**src/sv/rlg_pkg.sv**
```systemverilog
`timescale 1ns / 1ps

package rlg_pkg;

	// default client count, ids 1 .. NUM_CLIENTS-1 are valid
	localparam int NUM_CLIENTS_DEF = 4;

	localparam int GEN_W    = 32;
	localparam int PARK_W   = 16;
	localparam int KIND_W   = 2;
	localparam int STATUS_W = 3;
	localparam int PHASE_W  = 2;

	// request kinds
	localparam logic [KIND_W-1:0] KIND_CLAIM  = 2'd0;
	localparam logic [KIND_W-1:0] KIND_BEGIN  = 2'd1;
	localparam logic [KIND_W-1:0] KIND_FINISH = 2'd2;

	// guard phases
	localparam logic [PHASE_W-1:0] PH_IDLE      = 2'd0;
	localparam logic [PHASE_W-1:0] PH_ACTIVE    = 2'd1;
	localparam logic [PHASE_W-1:0] PH_RELEASING = 2'd2;
	localparam logic [PHASE_W-1:0] PH_POISONED  = 2'd3;

	// result status codes
	localparam logic [STATUS_W-1:0] ST_OK       = 3'd0;
	localparam logic [STATUS_W-1:0] ST_INVALID  = 3'd1;
	localparam logic [STATUS_W-1:0] ST_SHUTDOWN = 3'd2;
	localparam logic [STATUS_W-1:0] ST_BUSY     = 3'd3;
	localparam logic [STATUS_W-1:0] ST_STALE    = 3'd4;
	localparam logic [STATUS_W-1:0] ST_ALREADY  = 3'd5;
	localparam logic [STATUS_W-1:0] ST_POISONED = 3'd6;
	localparam logic [STATUS_W-1:0] ST_PARKFAIL = 3'd7;

	// reported when the stored poison code is not negative (-5, i/o error)
	localparam logic [PARK_W-1:0] EIO_CODE = 16'hFFFB;

	// result fields shared by every client width
	typedef struct packed {
		logic [STATUS_W-1:0] status;
		logic [GEN_W-1:0]    granted;
		logic [PARK_W-1:0]   err;
		logic [PHASE_W-1:0]  phase;
	} rlg_result_t;

endpackage

```
**src/sv/rlg_core.sv**
```systemverilog
`timescale 1ns / 1ps

module rlg_core #(
	parameter int NUM_CLIENTS = rlg_pkg::NUM_CLIENTS_DEF,
	parameter int CLIENT_W    = 2
) (
	input  logic                        clk,
	input  logic                        arst_n,
	input  logic                        fire,
	input  logic                        paused,
	input  logic [rlg_pkg::KIND_W-1:0]  kind,
	input  logic [CLIENT_W-1:0]         client,
	input  logic [rlg_pkg::GEN_W-1:0]   gen,
	input  logic [rlg_pkg::PARK_W-1:0]  park,
	output rlg_pkg::rlg_result_t        result,
	output logic [CLIENT_W-1:0]         owner
);

	localparam logic [CLIENT_W:0] CLIENT_LIM = (CLIENT_W+1)'(NUM_CLIENTS);

	logic [rlg_pkg::PHASE_W-1:0] phase_q, phase_d;
	logic [rlg_pkg::GEN_W-1:0]   owner_gen_q, owner_gen_d;
	logic [CLIENT_W-1:0]         owner_client_q, owner_client_d;
	logic [rlg_pkg::GEN_W-1:0]   counter_q, counter_d;
	logic [rlg_pkg::PARK_W-1:0]  poison_q, poison_d;

	logic                        client_ok;
	logic                        gen_zero;
	logic                        lease_match;
	logic [rlg_pkg::GEN_W-1:0]   counter_inc;
	logic [rlg_pkg::GEN_W-1:0]   next_gen;
	logic [rlg_pkg::PARK_W-1:0]  poison_rep;
	logic [rlg_pkg::STATUS_W-1:0] status;
	logic [rlg_pkg::GEN_W-1:0]   granted;
	logic [rlg_pkg::PARK_W-1:0]  err;

	// request checks against the current lease
	assign client_ok   = (client != '0) && ({1'b0, client} < CLIENT_LIM);
	assign gen_zero    = (gen == '0);
	assign lease_match = !gen_zero && (owner_gen_q == gen) && (owner_client_q == client);
	assign counter_inc = counter_q + rlg_pkg::GEN_W'(1);
	assign next_gen    = (counter_inc == '0) ? rlg_pkg::GEN_W'(1) : counter_inc;
	assign poison_rep  = poison_q[rlg_pkg::PARK_W-1] ? poison_q : rlg_pkg::EIO_CODE;

	// phase decisions and next state
	always_comb begin
		phase_d        = phase_q;
		owner_gen_d    = owner_gen_q;
		owner_client_d = owner_client_q;
		counter_d      = counter_q;
		poison_d       = poison_q;
		status         = rlg_pkg::ST_INVALID;
		granted        = '0;
		err            = '0;
		unique case (kind)
			rlg_pkg::KIND_CLAIM: begin
				if (!client_ok) begin
					status = rlg_pkg::ST_INVALID;
				end else if (paused) begin
					status = rlg_pkg::ST_SHUTDOWN;
				end else if (phase_q == rlg_pkg::PH_POISONED) begin
					status = rlg_pkg::ST_POISONED;
					err    = poison_rep;
				end else if (phase_q != rlg_pkg::PH_IDLE) begin
					status = rlg_pkg::ST_BUSY;
				end else begin
					counter_d      = next_gen;
					owner_gen_d    = next_gen;
					owner_client_d = client;
					phase_d        = rlg_pkg::PH_ACTIVE;
					granted        = next_gen;
					status         = rlg_pkg::ST_OK;
				end
			end
			rlg_pkg::KIND_BEGIN: begin
				if (!client_ok || gen_zero) begin
					status = rlg_pkg::ST_INVALID;
				end else if (!lease_match) begin
					status = rlg_pkg::ST_STALE;
				end else if (phase_q == rlg_pkg::PH_ACTIVE) begin
					phase_d = rlg_pkg::PH_RELEASING;
					status  = rlg_pkg::ST_OK;
				end else if (phase_q == rlg_pkg::PH_RELEASING) begin
					status = rlg_pkg::ST_ALREADY;
				end else if (phase_q == rlg_pkg::PH_POISONED) begin
					status = rlg_pkg::ST_POISONED;
					err    = poison_rep;
				end else begin
					status = rlg_pkg::ST_STALE;
				end
			end
			rlg_pkg::KIND_FINISH: begin
				if (!client_ok || gen_zero) begin
					status = rlg_pkg::ST_INVALID;
				end else if (!lease_match) begin
					status = rlg_pkg::ST_STALE;
				end else if (phase_q != rlg_pkg::PH_RELEASING) begin
					if (phase_q == rlg_pkg::PH_POISONED && poison_q[rlg_pkg::PARK_W-1]) begin
						status = rlg_pkg::ST_POISONED;
						err    = poison_q;
					end else begin
						status = rlg_pkg::ST_ALREADY;
					end
				end else if (park[rlg_pkg::PARK_W-1]) begin
					phase_d  = rlg_pkg::PH_POISONED;
					poison_d = park;
					status   = rlg_pkg::ST_PARKFAIL;
					err      = park;
				end else begin
					phase_d        = rlg_pkg::PH_IDLE;
					owner_gen_d    = '0;
					owner_client_d = '0;
					poison_d       = '0;
					status         = rlg_pkg::ST_OK;
				end
			end
			default: begin
				status = rlg_pkg::ST_INVALID;
			end
		endcase
	end

	// result seen after this request
	assign result.status  = status;
	assign result.granted = granted;
	assign result.err     = err;
	assign result.phase   = phase_d;
	assign owner          = (phase_d == rlg_pkg::PH_IDLE) ? '0 : owner_client_d;

	// guard state
	always_ff @(posedge clk or negedge arst_n) begin
		if (!arst_n) begin
			phase_q        <= rlg_pkg::PH_IDLE;
			owner_gen_q    <= '0;
			owner_client_q <= '0;
			counter_q      <= '0;
			poison_q       <= '0;
		end else if (fire) begin
			phase_q        <= phase_d;
			owner_gen_q    <= owner_gen_d;
			owner_client_q <= owner_client_d;
			counter_q      <= counter_d;
			poison_q       <= poison_d;
		end
	end

endmodule

```
**src/sv/radio_lease_guard_unit.sv**
```systemverilog
`timescale 1ns / 1ps

// Exclusive lease guard for one shared radio resource.
// Requests enter on the s_* stream: s_tuser carries the kind (claim,
// release begin, release finish), s_tdata the client id, the lease
// generation and the parking result. Every request gives exactly one
// result on the m_* stream: m_tuser carries the status, m_tdata the
// granted generation, the error value, the phase and the owner after it.
// The cfg_* channel writes the admission pause bit; write it only while
// no request is in flight.
// The request lands in the input register; when the result register is
// free or being read, the decision logic and the guard state update
// load the result register. One request is accepted per cycle unless
// the receiver stalls with both registers full, set by the state update
// loop through the guard state registers.
// When the receiver stalls, the result register holds and the input
// register still takes one more request; s_tready drops only when both
// are full.
// Reset clears the guard to idle with no owner, generation counter and
// poison code at zero, admission open, and both registers empty.
module radio_lease_guard_unit #(
	parameter int NUM_CLIENTS = rlg_pkg::NUM_CLIENTS_DEF,
	localparam int CLIENT_W  = $clog2(NUM_CLIENTS),
	localparam int IN_BITS   = CLIENT_W + rlg_pkg::GEN_W + rlg_pkg::PARK_W,
	localparam int IN_W      = ((IN_BITS + 7) / 8) * 8,
	localparam int OUT_BITS  = rlg_pkg::GEN_W + rlg_pkg::PARK_W + rlg_pkg::PHASE_W + CLIENT_W,
	localparam int OUT_W     = ((OUT_BITS + 7) / 8) * 8
) (
	input  logic                           clk,
	input  logic                           arst_n,
	input  logic                           s_tvalid,
	output logic                           s_tready,
	// client_id, lease_generation, park_code, zero fill
	input  logic [IN_W-1:0]                s_tdata,
	// kind
	input  logic [rlg_pkg::KIND_W-1:0]     s_tuser,
	output logic                           m_tvalid,
	input  logic                           m_tready,
	// granted_generation, error_value, phase_now, owner_now, zero fill
	output logic [OUT_W-1:0]               m_tdata,
	// status
	output logic [rlg_pkg::STATUS_W-1:0]   m_tuser,
	input  logic                           cfg_valid,
	output logic                           cfg_ready,
	input  logic                           cfg_data
);

	localparam int GEN_LO  = CLIENT_W;
	localparam int PARK_LO = CLIENT_W + rlg_pkg::GEN_W;

	logic                          paused_q;
	logic                          valid_s1;
	logic [rlg_pkg::KIND_W-1:0]    kind_s1;
	logic [CLIENT_W-1:0]           client_s1;
	logic [rlg_pkg::GEN_W-1:0]     gen_s1;
	logic [rlg_pkg::PARK_W-1:0]    park_s1;
	logic                          out_valid_q;
	rlg_pkg::rlg_result_t          result_q;
	logic [CLIENT_W-1:0]           owner_q;
	rlg_pkg::rlg_result_t          result;
	logic [CLIENT_W-1:0]           owner;
	logic                          advance;
	logic                          fire;
	logic                          take;

	// handshake
	assign advance   = !out_valid_q || m_tready;
	assign fire      = valid_s1 && advance;
	assign s_tready  = !valid_s1 || advance;
	assign take      = s_tvalid && s_tready;
	assign cfg_ready = 1'b1;

	// admission pause register
	always_ff @(posedge clk or negedge arst_n) begin
		if (!arst_n) begin
			paused_q <= 1'b0;
		end else if (cfg_valid) begin
			paused_q <= cfg_data;
		end
	end

	// input register
	always_ff @(posedge clk or negedge arst_n) begin
		if (!arst_n) begin
			valid_s1 <= 1'b0;
		end else if (take) begin
			valid_s1 <= 1'b1;
		end else if (advance) begin
			valid_s1 <= 1'b0;
		end
	end

	always_ff @(posedge clk) begin
		if (take) begin
			kind_s1   <= s_tuser;
			client_s1 <= s_tdata[CLIENT_W-1:0];
			gen_s1    <= s_tdata[GEN_LO +: rlg_pkg::GEN_W];
			park_s1   <= s_tdata[PARK_LO +: rlg_pkg::PARK_W];
		end
	end

	rlg_core #(
		.NUM_CLIENTS (NUM_CLIENTS),
		.CLIENT_W    (CLIENT_W)
	) u_core (
		.clk    (clk),
		.arst_n (arst_n),
		.fire   (fire),
		.paused (paused_q),
		.kind   (kind_s1),
		.client (client_s1),
		.gen    (gen_s1),
		.park   (park_s1),
		.result (result),
		.owner  (owner)
	);

	// result register
	always_ff @(posedge clk or negedge arst_n) begin
		if (!arst_n) begin
			out_valid_q <= 1'b0;
		end else if (fire) begin
			out_valid_q <= 1'b1;
		end else if (m_tready) begin
			out_valid_q <= 1'b0;
		end
	end

	always_ff @(posedge clk) begin
		if (fire) begin
			result_q <= result;
			owner_q  <= owner;
		end
	end

	// output packing
	assign m_tvalid = out_valid_q;
	assign m_tuser  = result_q.status;
	assign m_tdata  = OUT_W'({owner_q, result_q.phase, result_q.err, result_q.granted});

	// s_tready drops only with both registers full and the receiver stalled
	a_ready_low: assert property (@(posedge clk) disable iff (!arst_n)
		!s_tready |-> (valid_s1 && out_valid_q && !m_tready))
		else $error("input stalled while a register was free");

	// a request that fires from the input register reaches the output on the next edge
	a_fire_out: assert property (@(posedge clk) disable iff (!arst_n)
		fire |=> out_valid_q)
		else $error("request lost between input and result register");

	// an idle guard reports no owner
	a_idle_owner: assert property (@(posedge clk) disable iff (!arst_n)
		(out_valid_q && result_q.phase == rlg_pkg::PH_IDLE) |-> (owner_q == '0))
		else $error("owner reported while idle");

	// only a granted claim carries a generation, and it is never zero
	a_grant: assert property (@(posedge clk) disable iff (!arst_n)
		(out_valid_q && result_q.granted != '0) |->
		(result_q.status == rlg_pkg::ST_OK && result_q.phase == rlg_pkg::PH_ACTIVE))
		else $error("generation granted without a successful claim");

endmodule

```
**config.mk**
```make
export PLATFORM = sky130hd
export DESIGN_NAME = radio_lease_guard_unit
export DESIGN_NICKNAME = d
export VERILOG_FILES = /design/src/sv/rlg_pkg.sv /design/src/sv/rlg_core.sv /design/src/sv/radio_lease_guard_unit.sv
export SDC_FILE = /design/constraint.sdc
export NUM_CORES = 1
export LEC_CHECK = 0
export BUFFER_PORTS_ARGS = -buffer_cell sky130_fd_sc_hd__buf_2
export CAP_MARGIN = 20
export CORE_MARGIN = 4
export CORE_UTILIZATION = 57
export CTS_CLUSTER_SIZE = 25
export DETAILED_ROUTE_END_ITERATION = 6
export PLACE_DENSITY = 0.89
export RECOVER_POWER = 100
export REMOVE_ABC_BUFFERS = 1
export SKIP_LAST_GASP = 1
export SLEW_MARGIN = 20
export SYNTH_ARGS = -nofsm -noshare
export SYNTH_HDL_FRONTEND = slang
export SYNTH_SLANG_ARGS = --single-unit
```
**constraint.sdc**
```tcl
create_clock -name clk -period 3.95 [get_ports clk]
set_input_delay 0.9875 -clock clk [delete_from_list [all_inputs] [get_ports clk]]
set_output_delay 0.9875 -clock clk [all_outputs]
set_load 0.005 [all_outputs]
```
==> summary.md <==
| Metric | Value |
|---|---|
| Max FO, Critical Path | `6` |
| Final Hold Fails | `0` |
| Die W | `133 um` |
| Post-CTS Hold Buffers | `0` |
| CTS max path bufs | `2` |
| Most frequent cells in the layout | `edfxtp_1 (107), nand2_1 (99), buf_2 (91), dfrtp_1 (87), nor2_1 (54)` |
| First-pass GRT wire length | `roughly 34 mm` |
| Clock sinks | `~190` |
| Clock root buffer master | `clkbuf_16` |
| IO Count | `126` |
| Least-Margin Pin Slew | `2.47 ns` |
| Share of cells above drive strength 1 | `0.164` |
| Final Wtd Congestion | `0.921` |
| Yosys reg bits | `194` |
| Top cell type's share of synthesized area | `0.362` |
| Setup Viol. Count Final | `0` |
| Post-CTS resize count | `0` |
| WP data required | `between 4 and 5 ns` |
| Sequential power share | `0.527` |
| Max Cap Violations | `2` |
| DPL Wire Length | `14.6 mm` |
| DRT iter0 DRCs | `677` |
| Net Sw Power | `1.18 mW` |
| Worst-path clk slew | `about 0.07 ns` |
| Peak VDD IR | `roughly 0.0004 V` |
| Cell taking the most area after synthesis | `edfxtp_1` |
| Combinational power share | `0.114` |
| Vias | `6496` |
| Inserted Clock Buffers | `17` |
| Synth warn | `0` |
| Netlist cell types | `59` |
| Failing checks | `max-capacitance violations, max-slew violations` |
| Fmax | `267 MHz` |
| Wire length on met3 | `1.47 mm` |
| Met2 wire len | `between 10 and 15 mm` |
| TritonRoute pass-1 iters | `5` |
| Post-Route Setup TNS | `0 ns` |
| Clk_lat worst skew | `0.44 ns` |
| Post-Route WL | `21.4 mm` |
| Final net count | `roughly 940` |
| Clk_skew | `between 0.009 and 0.01 ns` |
| Internal power | `about 3.4 mW` |
| I/O Buffers | `114` |
| Share of async-settable or async-resettable flops after synthesis | `0.448` |
| Prevailing post-synth register cell | `edfxtp_1` |
| CTS tree | `yes` |
| Aggregate global-route resource usage | `0.247` |
| Commonest non-fill, non-tap cell in the layout | `edfxtp_1` |
| P_leak | `4.20 nW` |
| H-tree Lvls | `4` |
| Tmin final | `~3.7 ns` |
| Largest net degree at the start of global routing | `63` |
| Total die area | `17600 sq um` |
| Switch share | `0.256` |
| Initial antenna violation count | `0` |
| # diodes | `0` |
| Post-synthesis instance total | `about 770` |
| Final Cell Area | `10100 sq um` |
| Average via count per standard cell | `just under 6` |
| EDFF count, synth | `between 100 and 150` |
| Top Metal Used | `met4` |
| Placed inst area | `9660 sq um` |
| Fin crit share | `0.947` |
| Post-CTS setup buffer count | `0` |
| Routed wire length per instance | `between 15 and 20 um` |
| Final ANT Viol Nets | `0` |
| Vias in the first global route | `around 6.4k` |
| Core Region | `15300 sq um` |
| Synthesis-to-layout area growth | `14.2%` |
| WP data arrival | `3.94 ns` |
| Pins over their slew limit | `71` |
| Pwr Density | `452 nW/um^2` |
| Unrepaired setup endpoints after global routing | `false` |
| R2R depth | `9` |
| Critical path endpoint category | `flop` |
| Mean Syn Cell Area | `11.6 sq um` |
| Initial Util | `0.582` |
| Hold path depth | `2` |
| Crit path launch type | `flop` |
| Worst slew margin | `-0.646` |
| Met1 Wirelength | `between 8 and 9 mm` |
| Die Ht | `133 um` |
| Status | `complete, but fails checks` |
| Register area share after synthesis | `0.607` |
| Clk network pwr share | `0.360` |
| Cell Rows | `45` |
| Area contributors post-synth | `edfxtp_1 (36%), dfrtp_1 (25%), xor2_1 (5.0%)` |
| Worst hold path type | `reg2reg` |
| Mapped Area | `~8900 sq um` |
| WS Path Type | `reg2reg` |
| DRC Markers | `0` |
| Grt total ovfl | `0` |
[per-layer routing]
layer | vias up | GRT usage
met4 | 0 | 0.0831
met5 | - | 0
met1 | 3211 | 0.309
li1 | 2962 | -
met3 | 37 | 0.0616
met2 | 286 | 0.423
[kinds of logic after synthesis]
group | count (synthesis) | share of synthesized area
AO/OA/AOI/OAI | 113 | 0.0864
flip-flops | 194 | 0.607
XOR/XNOR | 93 | 0.0917
buffers and inverters | 65 | 0.0313
adder cells (fa/ha/maj) | 8 | 0.0113
other | 2 | 0.000846
multiplexers | 6 | 0.00747
AND/OR/NAND/NOR | 288 | 0.164
[per-stage QoR]
step	hold WS [ns]	utilization	cells	power [mW]	worst slack (ns)
floorplan	0.450	-	719	2.73	0.124
global placement	0.463	0.633	1064	2.95	0.353
detailed placement	0.476	0.633	1064	2.98	0.299
CTS	0.492	0.671	1096	4.60	0.263
global route	0.519	0.665	1096	4.76	0.0738
finish	0.485	0.665	1096	4.59	0.208
[cell usage after synthesis (2+ instances only)]
cell type and n:
buf_4 7, and2_1 5, and4_1 4, o31ai_1 31
a22oi_1 2, or2_2 2, inv_1 12, clkbuf_1 35
buf_1 5, nand4_1 23, nand2_1 99, buf_2 6
nor3_1 11, dfrtp_1 87, o22ai_1 3, o2111ai_1 2
ha_1 8, edfxtp_1 107, nor2b_1 3, xnor2_1 42
nor4b_1 3, o21ai_0 29, and3_1 20, a21oi_1 15
nor2_1 55, nand2b_1 6, nor4_1 24, a211oi_1 3
a211o_1 15, mux2_2 5, xor2_1 51, a31oi_1 3
nor3_2 2, nand3_1 17, conb_1 2, nand3b_1 2
[area by class of cell]
cell class,instances,area (sq um)
multi-input cells,513,3220
fillers,1084,5120
inverters,12,45.0
repair buffers,134,656
clock inverters,6,46.3
clock buffers,26,520
well taps,211,264
flip-flops and latches,194,5390
[worst paths after layout]
| path | start | to | slack, ns |
|---|---|---|---|
| min in group asynchronous | arst_n | u_core.counter_q[2] | 1.31 |
| worst max register to register | u_core.counter_q[1] | m_tdata[1] | 0.21 |
| worst max-delay path | u_core.counter_q[1] | m_tdata[1] | 0.21 |
| worst min register to register | u_core.poison_q[11] | u_core.poison_q[11] | 0.49 |
| max in group asynchronous | arst_n | u_core.counter_q[12] | 0.86 |
| worst min-delay path | u_core.poison_q[11] | u_core.poison_q[11] | 0.49 |
[state kept, by name (all words and copies together), names as in the netlist, 3 cells and up]
signal              count
gen_s1                 32
m_tdata                50
m_tuser                 3
park_s1                16
u_core.counter_q       32
u_core.owner_gen_q     32
u_core.poison_q        16
[power by group through the flow]
stage	Sequential (mW)	Clock [mW]	Combinational, mW
2_1_floorplan	2.44	0	0.291
3_3_place_gp	2.44	0	0.512
3_5_place_dp	2.45	0	0.530
4_1_cts	2.41	1.66	0.534
5_1_grt	2.43	1.75	0.577
6_report	2.42	1.65	0.521
[worst max-delay path: stages, from the launching register on]
cell,delay [ns]
dfrtp_1,0.50
ha_1,0.36
nand4_1,0.24
nor3_2,0.45
nand2_1,0.11
xor2_1,0.24
o2111ai_1,0.15
or4b_1,0.53
or4_1,0.66
and4_1,0.26
Power figures use the tool's default switching activity.
